--- config.mk ---
export PLATFORM = sky130hd
export DESIGN_NAME = lbh_word_buf
export DESIGN_NICKNAME = d
export VERILOG_FILES = /design/src/hdl/lbh_pkg.sv /design/src/hdl/lbh_word_buf.sv
export SDC_FILE = /design/constraint.sdc
export NUM_CORES = 1
export LEC_CHECK = 0
export ABC_AREA = 1
export ABC_CLOCK_PERIOD_IN_PS = 2000
export BUFFER_PORTS_ARGS = -buffer_cell sky130_fd_sc_hd__buf_2
export CAP_MARGIN = 10
export CORE_AREA = 5 5 120 122
export CTS_CLUSTER_DIAMETER = 50
export CTS_CLUSTER_SIZE = 25
export DETAILED_ROUTE_END_ITERATION = 8
export DIE_AREA = 0 0 125 127
export MAX_ROUTING_LAYER = met4
export PLACE_DENSITY = 0.86
export SETUP_SLACK_MARGIN = 0.5
export SYNTH_ARGS = -nofsm -noshare
export SYNTH_HDL_FRONTEND = slang
export SYNTH_SLANG_ARGS = --single-unit
--- constraint.sdc ---
create_clock -name clk -period 2 [get_ports clk]
set_input_delay 0.4 -clock clk [delete_from_list [all_inputs] [get_ports clk]]
set_output_delay 0.4 -clock clk [all_outputs]
set_load 0.01 [all_outputs]
--- src/hdl/lbh_pkg.sv ---
// ----------------------------------------------------------------------------
// lbh_pkg: shared types and constants of the letter bigram histogram
// Request and result structs, request modes, character codes and table sizes.
// ----------------------------------------------------------------------------
package lbh_pkg;

    localparam int MAX_LETTERS_DEF = 19;
    localparam int COUNT_BITS_DEF  = 16;

    localparam int LETTERS = 26;
    localparam int CELLS   = LETTERS * LETTERS;
    localparam int IDX_W   = 10;
    localparam int LTR_W   = 5;
    localparam int KEPT_W  = 5;
    localparam int OUT_W   = 16;

    localparam logic [7:0] CH_SPACE = 8'h20;
    localparam logic [7:0] CH_DOT   = 8'h2E;
    localparam logic [7:0] CH_A_LO  = 8'h61;
    localparam logic [7:0] CH_Z_LO  = 8'h7A;
    localparam logic [7:0] CH_A_UP  = 8'h41;
    localparam logic [7:0] CH_Z_UP  = 8'h5A;
    localparam logic [7:0] CASE_BIT = 8'h20;

    typedef enum logic [1:0] {
        MODE_TEXT  = 2'd0,
        MODE_CELL  = 2'd1,
        MODE_RANK  = 2'd2,
        MODE_CLEAR = 2'd3
    } mode_t;

    typedef struct packed {
        mode_t             mode;
        logic [7:0]        text_byte;
        logic [IDX_W-1:0]  index;
    } req_t;

    typedef struct packed {
        logic [IDX_W-1:0]  pair_index;
        logic [OUT_W-1:0]  pair_count;
        logic [OUT_W-1:0]  repeat_words;
        logic              found;
        logic [OUT_W-1:0]  word_total;
        logic [KEPT_W-1:0] longest_word;
        logic [IDX_W-1:0]  distinct_pairs;
        logic [OUT_W-1:0]  pair_total;
        logic              text_done;
    } rsp_t;

    // Control of the word pair buffer
    typedef struct packed {
        logic              we;
        logic [KEPT_W-1:0] wr_slot;
        logic [KEPT_W-1:0] rd_slot;
        logic [IDX_W-1:0]  pair;
    } wb_cmd_t;

endpackage

--- src/hdl/lbh_word_buf.sv ---
// ----------------------------------------------------------------------------
// lbh_word_buf: pairs of the current word
// Holds one pair code per slot and compares a chosen slot with a pair code.
// ----------------------------------------------------------------------------
module lbh_word_buf #(
    parameter int MAX_LETTERS = lbh_pkg::MAX_LETTERS_DEF
) (
    input  logic            clk,
    input  lbh_pkg::wb_cmd_t cmd,
    output logic            hit
);
    import lbh_pkg::*;

    localparam int WP   = MAX_LETTERS - 1;
    localparam int WP_W = (WP > 1) ? $clog2(WP) : 1;

    logic [IDX_W-1:0] pairs_reg [WP];

    // Store the pair at its slot
    always_ff @(posedge clk)
    begin
        if (cmd.we)
        begin
            pairs_reg[cmd.wr_slot[WP_W-1:0]] <= cmd.pair;
        end
    end

    // Compare one slot per cycle
    assign hit = (pairs_reg[cmd.rd_slot[WP_W-1:0]] == cmd.pair);

endmodule

### Word level (Yosys, flattened, before mapping)

Memories as Yosys holds them, arrays and structs flattened.
Cells that the tools add are included.

| storage, ports and cells | value |
|---|---|
| bits in registers | 0 |
| bits in writable memories | 180 |
| input port bits | 22 |
| output and inout bits | 1 |
| memories | 1 |

Memory list:

| name | words | bits a word | rd ports | clocked after memory_dff | wr ports | line | source |
|---|---|---|---|---|---|---|---|
| pairs_reg | 18 | 10 | 1 | 0 | 1 | lbh_word_buf.sv:17 | `logic [IDX_W-1:0] pairs_reg [WP];` |

| cells by class | value |
|---|---|
| eq/ne operators | 1 |
| mux-type cells | 2 |

Operator list:

| cell | count |
|---|---|
| $eq A10 B10 Y1 | 1 |
| $mux W1 | 2 |

### Logic depth before layout (Yosys ltp)

Gate-level depths: netlist of run 1.

| depth | value |
|---|---|
| depth in word-level cells | 2 |
| gate-level depth with buffers | 16 |
| depth with buffers taken out | 13 |

### Least setup slack after synthesis of run 1

No wires, ideal clock.

| timing path | value |
|---|---|
| kind | input -> output |
| start | in cmd[10] (netlist name) |
| end | out hit |
| arrival time | 1.618 ns |
| slack | -0.018 ns |
| stages on the path | 16 |
| cell sequence | buf_6 inv_4 buf_6 buf_6 nand2_1 nand2_1 nand2_1 nand3_1 nand3_1 nand2_1 nand2_1 nand3_1 nand2_1 nor2_1 nand3_1 nor2_1 |

| on the way | value |
|---|---|
| word-level cells in the longest chain between the ends | 2 |

RTL lines:

| what | line | source |
|---|---|---|
| from (decl) | lbh_word_buf.sv:9 | `input lbh_pkg::wb_cmd_t cmd,` |
| $mem_v2 Z18 W10 | -- |  |
| $eq A10 B10 Y1 | lbh_word_buf.sv:29 | `assign hit = (pairs_reg[cmd.rd_slot[WP_W-1:0]] == cmd.pair);` |
| to (decl) | lbh_word_buf.sv:10 | `output logic hit` |

No other way between the ends.

### Worst setup path after layout of run 1

| timing path | value |
|---|---|
| start | mem pairs_reg[4][4] |
| end | out hit |

| on the way | value |
|---|---|
| word-level cells in the longest chain between the ends | 2 |

RTL lines:

| what | line |
|---|---|
| from (decl) | lbh_word_buf.sv:17 |
| $mem_v2 Z18 W10 | -- |
| $eq A10 B10 Y1 | lbh_word_buf.sv:29 |

No other way between the ends.

==> results of run 1 <==
-- metal layers --
metal	part of all wire, %	global-route usage [%]	up-vias
li1	-	-	2592
met1	36	31.8	2772
met2	49	42.4	425
met3	10	7.01	89
met4	5.3	14.5	0
met5	0	-	-
-- where the power goes --
part | internal, mW | switching, mW | leakage, nW
registers | 4.19 | 0.0121 | 1.62
logic | 0.247 | 0.461 | 1.84
clock network | 2.45 | 1.33 | 0.325
-- Yosys cell counts, drive strengths merged --
library cell	count
nand3	121
o21ai	30
nand2	204
clkbuf	8
o211ai	3
nor2	92
clkinv	1
nand3b	2
edfxtp	180
buf	27
inv	65
-- cells by family (layout without fill, tap and decap cells) --
| logic type | Yosys count | in the layout | share of synthesized area (%) |
|---|---|---|---|
| buffers and inverters | 101 | 178 | 6.15 |
| DFF | 180 | 180 | 69.4 |
| and+or+nand+nor | 419 | 419 | 22.2 |
| AOI/OAI and AO/OA | 33 | 33 | 2.22 |
-- cell type report --
class / count / area, um^2
flip-flops and latches: 180 / 5410
fillers: 846 / 3710
multi-input cells: 452 / 2020
repair buffers: 80 / 805
clock buffers: 19 / 433
inverters: 66 / 255
clock inverters: 13 / 235
well taps: 176 / 220
-- worst max path at each step --
stage,start,end,slack [ps],depth (start not counted)
3_3_place_gp,cmd[10],hit,-410,16
6_report,pairs_reg[4][4],hit,-450,12
2_1_floorplan,cmd[10],hit,8,16
5_1_grt,pairs_reg[4][0],hit,-640,12
3_5_place_dp,cmd[10],hit,-490,15
4_1_cts,pairs_reg[4][4],hit,-440,12
-- what timing repair did --
item | in CTS | in global routing
cloned | 2 | 3
endpoints found under the setup margin | 1 | 1
hold endpoints to repair | 0 | 0
pin swaps | 4 | 13
gates resized for setup | 8 | 27
==> impl_summary.txt, run 1 <==
----------------------------------------------------
[STA]
  Worst-Margin Slew ... roughly 340 ps
  Number of endpoints failing setup at the final stage ... 1
  Crit path setup slack, layout ... -451 ps
  Period minus WS final ... between 2000 and 2500 ps
  Final max-slew violation count ... 0
  Hold violation count in the final report ... 0
  Final total negative setup slack ... -451 ps
  Final clock period utilization by the worst path ... 123%
  Hold slack ... approximately 270 ps
  Tightest slew margin relative to the limit ... between 70 and 80%
  Setup repair after global routing missed its margin ... yes
  Maximum operating frequency ... slightly above 400 MHz

[Worst hold path]
  Min-Delay Path Depth ... 1
  Class of the tightest hold or removal check ... in2reg
  Launch instance of the worst min-delay path ... cmd[7]
  Sink of the worst hold path ... pairs_reg[16][7]

[Routing]
  DRC viols ... 0
  Count of antenna-violating nets left after detailed routing ... 0
  DRT Pass-1 Iters ... 5
  Wire length after detailed routing ... 21.2 mm
  Via count ... ~5900
  Vias per cell ... 5.96
  Number of DRC markers in iteration 0 ... around 950
  DR WL/cell ... around 22 um

[Clock network]
  Hold bufs inserted after CTS ... 0
  Clock root buffer ... clkbuf_16
  Clock-pin slew on the worst setup and hold paths ... around 60 ps
  Post-CTS setup buffer count ... 0
  Maximum buffer depth of the clock tree ... 2
  CTS sink cnt ... 180
  Number of buffers created by CTS ... 17
  # H-tree levels ... 4
  Clock tree from TritonCTS ... built

[Synthesis]
  Largest area contributor in the synthesized netlist ... edfxtp_1
  Syn_nets ... 755
  Count of mapped cells out of synthesis ... roughly 730
  Average cell area after synthesis ... roughly 11 um^2
  Distinct cells, synth ... 16
  Post-synthesis cell area ... 7790 um^2
  Share of Yosys cell area claimed by the top area cell type ... 69.4%
  Number of warnings issued by yosys ... 0
  Sequential element share of the synthesized area ... a little over two thirds
  Cells taking the most area after synthesis ... edfxtp_1, nand2_1, nand3_1, nor2_1, inv_1
  Number of flip-flops and latches in the synthesized netlist ... 180

[Run]
  Number of max-cap violations ... 0

[Worst setup path]
  Kind of start point of the critical path ... flip-flop
  Critical Setup Path Class ... reg2out
  Crit path largest cell delay ... 400 ps
  CP arrival ... a little over 2000 ps
  Nature of the critical path endpoint ... primary output
  Worst-path maximum fanout ... 2
  Required time worst endpoint ... about 1600 ps
  Max stage delay cell, worst path ... edfxtp_1
  Critical Path Most Common Cell ... nand3_2
  Worst-path cell chain ... nor2_1, nor2_1, o21ai_1, nand3_2, nand3_4, nand3_4, nand3_2, nand2_2, nor2_2, nand3_2, nor2_2, buf_2
  Buffering stage count on the worst path with inverters included ... 1
  Delay-heaviest family, CP ... simple AND/OR/NAND/NOR gates

[Global routing]
  Initial antenna violation count ... 0
  Via count of the first global-routing pass ... 5791
  Maximum number of pins on one net before global-route repair ... 45
  Overall fraction of global-route tracks in use ... a little over a quarter
  Wire length of the first global-routing pass ... around 31 mm
  Total overflow reported by the global router ... 0

[Floorplanning]
  Number of ports placed on the die boundary ... 23
  Area inside the core boundary ... 13100 um^2
  Die ar. ... between 15000 and 20000 um^2
  Row Count ... 42
  Die Height ... approximately 130 um
  Effective utilization at floorplan ... between 50% and 60%
  Floorplan die width ... between 100 and 150 um

[Final layout]
  Layout Area Growth over Synthesis ... 20.4%
  Summed area of non-filler cells in the final layout ... 9380 um^2
  Layout cells sized above 1 ... approximately 16%
  Flip-flop count of the largest register after layout ... 180
  Final antenna diode count ... 0
  Cell Count, Final, Fillers Out ... approximately 990
  Commonest non-fill, non-tap cell in the layout ... nand2_1
  Utilization after layout ... 71.6%
  Fin nets ... 819
  Commonest cells after routing, fill and taps aside ... nand2_1, edfxtp_1, nand3_1, nor2_1, inv_1

[Run status]
  Run status ... finished with violations
  Violated checks ... setup timing

[Place]
  Count of buffers from port buffering ... 22
  Area post-placement ... around 8400 um^2
  Worst setup slack before clock tree synthesis ... -494 ps
  Final estimated routing congestion in global placement ... just over 0.9
  Hpwl dp ... 12.5 mm
  Cell count after placement ... approximately 950

[Power and ir drop]
  Static Leakage ... roughly 3.8 nW
  Power density relative to cell area ... approximately 900 nW/um^2
  Worst voltage drop across the vdd grid ... between 0.8 and 0.9 mV
  Total power draw ... between 8 and 9 mW

----------------------------------------------------
No activity file was read; power rests on OpenSTA's default activity.
==> run 2: changes to the inputs <==
--- a/config.mk
+++ b/config.mk
@@ -16,6 +16,7 @@
 export DIE_AREA = 0 0 125 127
 export MAX_ROUTING_LAYER = met4
 export PLACE_DENSITY = 0.86
+export RECOVER_POWER = 25
 export SETUP_SLACK_MARGIN = 0.5
 export SYNTH_ARGS = -nofsm -noshare
 export SYNTH_HDL_FRONTEND = slang
==> run 2 against run 1 <==
Compared with the run above: the flow still finishes with violations (setup timing); via count up 0.10%; maximum frequency hardly changed; global-route usage is the same; clock power hardly changed.
==> impl_summary.txt, run 2 (synthesis results as in run 1) <==
----------------------------------------------------
[Run status]
  Run status ... finished with violations
  Violated checks ... setup timing

[Final layout]
  Final antenna diode count ... 0
  # fillers ... roughly 860
  Register Area ... ~5400 um^2
  Flip-flop count of the largest register after layout ... 180
  Cell Count, Final, Fillers Out ... about 990
  Summed area of non-filler cells in the final layout ... just over 9000 um^2
  Fin nets ... 819
  Layout cells sized above 1 ... approximately 14%
  Utilization after layout ... around 70%
  Multi-input gate area in the final layout ... around 2000 um^2
  Commonest cells after routing, fill and taps aside ... nand2_1, edfxtp_1, nand3_1, nor2_1, inv_1
  Layout Area Growth over Synthesis ... 20.0%
  Commonest non-fill, non-tap cell in the layout ... nand2_1

[Clock network]
  # H-tree levels ... 4
  Clock root buffer ... clkbuf_16
  Hold bufs inserted after CTS ... 0
  Maximum buffer depth of the clock tree ... 2
  Clock-pin slew on the worst setup and hold paths ... around 60 ps
  Number of buffers created by CTS ... 17
  Post-CTS setup buffer count ... 0
  CTS sink cnt ... 180
  Clock tree from TritonCTS ... built

[Worst setup path]
  Worst-path maximum fanout ... 2
  Nature of the critical path endpoint ... primary output
  Critical Setup Path Class ... reg2out
  Required time worst endpoint ... about 1600 ps
  CP arrival ... about 2000 ps
  Kind of start point of the critical path ... flip-flop

[Power and ir drop]
  Power density relative to cell area ... about 930 nW/um^2
  Total power draw ... 8.68 mW
  Static Leakage ... 3.74 nW
  Worst voltage drop across the vdd grid ... roughly 0.83 mV

[STA]
  Hold slack ... about 350 ps
  Tightest slew margin relative to the limit ... between 20% and 30%
  Maximum operating frequency ... 408 MHz
  Crit path setup slack, layout ... -449 ps
  Number of endpoints failing setup at the final stage ... 1
  Final max-slew violation count ... 0
  Period minus WS final ... roughly 2400 ps
  Final total negative setup slack ... -449 ps
  Hold violation count in the final report ... 0
  Setup repair after global routing missed its margin ... yes
  Final clock period utilization by the worst path ... 122%
  Worst-Margin Slew ... around 1100 ps

[Routing]
  DR WL/cell ... between 20 and 25 um
  DRT Pass-1 Iters ... 6
  Vias per cell ... 5.97
  Wire length after detailed routing ... between 20 and 25 mm
  Via count ... approximately 5900
  DRC viols ... 0
  Count of antenna-violating nets left after detailed routing ... 0
  Number of DRC markers in iteration 0 ... between 900 and 1000

[Floorplanning]
  Die ar. ... approximately 16000 um^2
  Row Count ... 42
  Floorplan die width ... 125 um
  Die Height ... 127 um
  Number of ports placed on the die boundary ... 23
  Effective utilization at floorplan ... 59.5%
  Area inside the core boundary ... roughly 13000 um^2

[Global routing]
  Maximum number of pins on one net before global-route repair ... between 40 and 50
  Initial antenna violation count ... 0
  Wire length of the first global-routing pass ... 31.1 mm
  Total overflow reported by the global router ... 0
  Overall fraction of global-route tracks in use ... a little over a quarter
  Via count of the first global-routing pass ... between 5000 and 6000

[Worst hold path]
  Class of the tightest hold or removal check ... in2reg

[Place]
  Cell count after placement ... about 950
  Final estimated routing congestion in global placement ... 0.928
  Count of buffers from port buffering ... 22
  Worst setup slack before clock tree synthesis ... -494 ps
  Area post-placement ... about 8400 um^2
  Hpwl dp ... 12.5 mm

[Run]
  Number of max-cap violations ... 0

----------------------------------------------------
run 2: cell types whose count changed in the layout (fill, tap and decap cells not counted):
| cell | change |
|---|---|
| buf_2 | -8 |
| buf_4 | -6 |
| clkbuf_1 | +14 |
run 2: area by class of cell:
cell class,instances,area share (%)
tap,176,2.36
clock buffer,19,4.63
timing repair buffer,80,8.26
inverter,66,2.73
multi-input combinational,452,21.6
sequential,180,57.9
clock inverter,13,2.52
run 2: final timing paths:
kind | start | end | slack, ps | depth (start not counted)
max | pairs_reg[4][4] | hit | -450 | 12
min | cmd[2] | pairs_reg[1][2] | 350 | 1
run 2: timing repair:
| action | CTS | global route |
|---|---|---|
| pin swaps | 4 | 13 |
| gates resized for setup | 8 | 27 |
| gates cloned | 2 | 3 |
| setup endpoints to repair | 1 | 1 |
run 2: metal layers:
layer / wire length [um] / track usage, %
met5: 0 / -
met4: 1050 / 14.5
met3: 2280 / 7.01
met2: 10300 / 42.4
met1: 7600 / 31.8
run 2: critical path, stage by stage (launching register included):
cell and delay, ps:
edfxtp_1 390, nor2_1 130, nor2_1 70, o21ai_1 110, nand3_2 150, nand3_4 120, nand3_4 100, nand3_2 80
nand2_2 60, nor2_2 110, nand3_2 70, nor2_2 110, buf_2 130
run 2: where the power goes:
| part | internal (mW) | switching, mW | total, mW |
|---|---|---|---|
| sequential | 4.20 | 0.0122 | 4.21 |
| combinational | 0.239 | 0.464 | 0.703 |
| clock | 2.45 | 1.33 | 3.77 |
| total | 6.88 | 1.80 | 8.68 |
==> run 3: changes to the inputs <==
--- a/config.mk
+++ b/config.mk
@@ -5,17 +5,16 @@
 export SDC_FILE = /design/constraint.sdc
 export NUM_CORES = 1
 export LEC_CHECK = 0
-export ABC_AREA = 1
 export ABC_CLOCK_PERIOD_IN_PS = 2000
 export BUFFER_PORTS_ARGS = -buffer_cell sky130_fd_sc_hd__buf_2
 export CAP_MARGIN = 10
-export CORE_AREA = 5 5 120 122
+export CORE_AREA = 5 5 117 119
 export CTS_CLUSTER_DIAMETER = 50
 export CTS_CLUSTER_SIZE = 25
 export DETAILED_ROUTE_END_ITERATION = 8
-export DIE_AREA = 0 0 125 127
+export DIE_AREA = 0 0 122 124
 export MAX_ROUTING_LAYER = met4
-export PLACE_DENSITY = 0.86
+export PLACE_DENSITY = 0.85
 export RECOVER_POWER = 25
 export SETUP_SLACK_MARGIN = 0.5
 export SYNTH_ARGS = -nofsm -noshare
==> run 3 against run 2 <==
Compared with the run above: the run still ends with setup timing left; sequential power about the same; maximum frequency decreased by 20%; non-clock buffer count increased by 20; via count decreased by 28%; count of clock-buffer cells in the layout increased by 1; final area decreased by 5.3%; utilization decreased by 0.40 points; setup slack got worse by 590 ps; die area decreased by 4.7%; global-route usage decreased by 1.9 points; combinational power decreased by 14%; synthesized cell count decreased by 46%.
==> impl_summary.txt, run 3 <==
----------------------------------------------------
[Routing]
  Count of antenna-violating nets left after detailed routing ... 0
  DRC viols ... 0
  Vias per cell ... 6.25
  Number of DRC markers in iteration 0 ... between 400 and 500
  Via count ... around 4300
  DR WL/cell ... approximately 25 um
  Wire length after detailed routing ... roughly 17 mm
  DRT Pass-1 Iters ... 5

[Clock network]
  Clock-pin slew on the worst setup and hold paths ... approximately 60 ps
  # H-tree levels ... 4
  Clock tree from TritonCTS ... built
  Maximum buffer depth of the clock tree ... 2
  CTS sink cnt ... 180
  Clock root buffer ... clkbuf_16
  Hold bufs inserted after CTS ... 0
  Number of buffers created by CTS ... 17

[Synthesis]
  Largest area contributor in the synthesized netlist ... edfxtp_1
  Sequential element share of the synthesized area ... roughly 74%
  Count of mapped cells out of synthesis ... a little under 400
  Average cell area after synthesis ... 18.5 um^2
  Distinct cells, synth ... between 40 and 50
  Most frequent cell after synthesis ... edfxtp_1
  Post-synthesis cell area ... roughly 7300 um^2
  Most frequent cells after synthesis ... edfxtp_1, mux2i_1, mux4_2
  Cells taking the most area after synthesis ... edfxtp_1, mux4_2, mux2i_1, mux2_2, nor2_1
  Share of Yosys cell area claimed by the top area cell type ... between 70% and 80%
  Syn_nets ... approximately 420
  Number of enable-type register cells in the synthesized netlist ... 180
  Share of async-settable or async-resettable flops after synthesis ... 0%
  Number of warnings issued by yosys ... 0
  Number of flip-flops and latches in the synthesized netlist ... 180
  Top FF cell, synth ... edfxtp_1

[Place]
  Count of buffers from port buffering ... 22
  Hpwl dp ... about 11 mm
  Final estimated routing congestion in global placement ... between 0.9 and 1

[Worst setup path]
  Critical Setup Path Class ... reg2out
  Kind of start point of the critical path ... flip-flop
  CP arrival ... ~2600 ps
  Worst-path maximum fanout ... 1
  Required time worst endpoint ... ~1600 ps
  Nature of the critical path endpoint ... primary output

[Final layout]
  # fillers ... 750
  Layout cells sized above 1 ... a little over a third
  Commonest non-fill, non-tap cell in the layout ... edfxtp_1
  Final antenna diode count ... 0
  Layout Area Growth over Synthesis ... 20.5%
  Fin nets ... 520
  Flip-flop count of the largest register after layout ... 180
  Commonest cells after routing, fill and taps aside ... edfxtp_1, buf_4, mux2i_1, mux4_2, clkbuf_1
  Utilization after layout ... between 70% and 80%

[STA]
  Hold slack ... ~430 ps
  Tightest slew margin relative to the limit ... between 50% and 60%
  Crit path setup slack, layout ... -1040 ps
  Final max-slew violation count ... 0
  Maximum operating frequency ... between 300 and 400 MHz
  Period minus WS final ... between 3000 and 4000 ps
  Hold violation count in the final report ... 0
  Setup repair after global routing missed its margin ... yes
  Worst-Margin Slew ... roughly 650 ps
  Final clock period utilization by the worst path ... 152%
  Number of endpoints failing setup at the final stage ... 1

[Run status]
  Violated checks ... setup timing
  Run status ... finished with violations

[Global routing]
  Maximum number of pins on one net before global-route repair ... 23
  Overall fraction of global-route tracks in use ... 24.9%
  Via count of the first global-routing pass ... 4479
  Initial antenna violation count ... 0
  Highest-utilization routing layer at the global route stage ... met2
  Met3 Track Usage GR ... under 10%
  Wire length of the first global-routing pass ... between 20 and 30 mm
  Met2 usage ... about two fifths
  Met1 usage ... around a third
  Total overflow reported by the global router ... 0

[Run]
  Number of max-cap violations ... 0

[Worst hold path]
  Class of the tightest hold or removal check ... in2reg
  Min-Delay Path Depth ... 1
  Launch instance of the worst min-delay path ... cmd[8]
  Sink of the worst hold path ... pairs_reg[17][8]

[Floorplanning]
  Die ar. ... 15100 um^2
  Floorplan die width ... roughly 120 um
  Die Height ... around 120 um
  Effective utilization at floorplan ... 58.9%
  Row Count ... 41
  Area inside the core boundary ... ~12000 um^2
  Number of ports placed on the die boundary ... 23

[Power and ir drop]
  Power density relative to cell area ... roughly 870 nW/um^2
  Worst voltage drop across the vdd grid ... ~0.58 mV
  Static Leakage ... between 2 and 3 nW
  Total power draw ... a little under 8 mW

----------------------------------------------------
-- run 3: routing by layer --
layer / share of wire [%] / vias up
met2: 52 / 238
met5: 0 / -
met1: 38 / 2175
met3: 8.6 / 37
li1: - / 1809
met4: 2.3 / 0
-- run 3: layout make-up --
type / count / area [um^2] / area share, %
tap: 172 / 215 / 2.43
multi-input combinational: 195 / 1990 / 22.5
sequential: 180 / 5410 / 61.1
timing repair buffer: 100 / 727 / 8.21
inverter: 4 / 15.0 / 0.170
clock buffer: 20 / 437 / 4.93
clock inverter: 10 / 63.8 / 0.721
-- run 3: where the power goes --
group	internal, mW	switching, mW	total, mW
Clock	1.56	1.31	2.88
Sequential	4.20	0.0116	4.21
Combinational	0.265	0.337	0.602
-- run 3: worst max-delay path, cell delays in order (launching register included) --
cell and delay (ps):
edfxtp_1 400, mux4_2 470, mux2i_1 200, a22o_1 170, a31oi_1 50, xnor2_1 220
o311ai_1 200, nor4_4 320, buf_2 180
-- run 3: timing repair --
action,4_1_cts,5_1_grt
resized for setup,5,7
endpoints found under the hold margin,0,0
endpoints found under the setup margin,1,1
setup buffers,0,0
pin swaps,1,3
-- run 3: kinds of logic (layout without fill, tap and decap cells) --
family,count (synthesis),count (layout),share of synthesized area [%]
DFF,180,180,73.6
xor gates and xnor gates,9,9,1.07
buffers and inverters,21,134,1.62
muxes,71,71,14.8
AOI/OAI and AO/OA,37,37,3.71
and+or+nand+nor,78,78,5.16
-- run 3: worst max path at each step --
stage                                start  end  slack, ps  cells after the start
after detailed placement           cmd[11]  hit      -1220                      9
after global placement             cmd[11]  hit      -1040                      9
after CTS                 pairs_reg[12][0]  hit      -1040                      8
after global routing       pairs_reg[0][1]  hit      -1170                      8
after floorplan                    cmd[10]  hit       -530                      9
final                     pairs_reg[12][0]  hit      -1040                      8
-- run 3: through the flow --
stage	setup slack [ps]	instance area, um^2	instances	TNS [ps]
2_1_floorplan	-534	7470	396	-534
3_3_place_gp	-1040	8340	651	-1040
3_5_place_dp	-1220	8340	651	-1220
4_1_cts	-1040	8860	681	-1040
5_1_grt	-1170	8850	681	-1170
6_report	-1040	8850	681	-1040
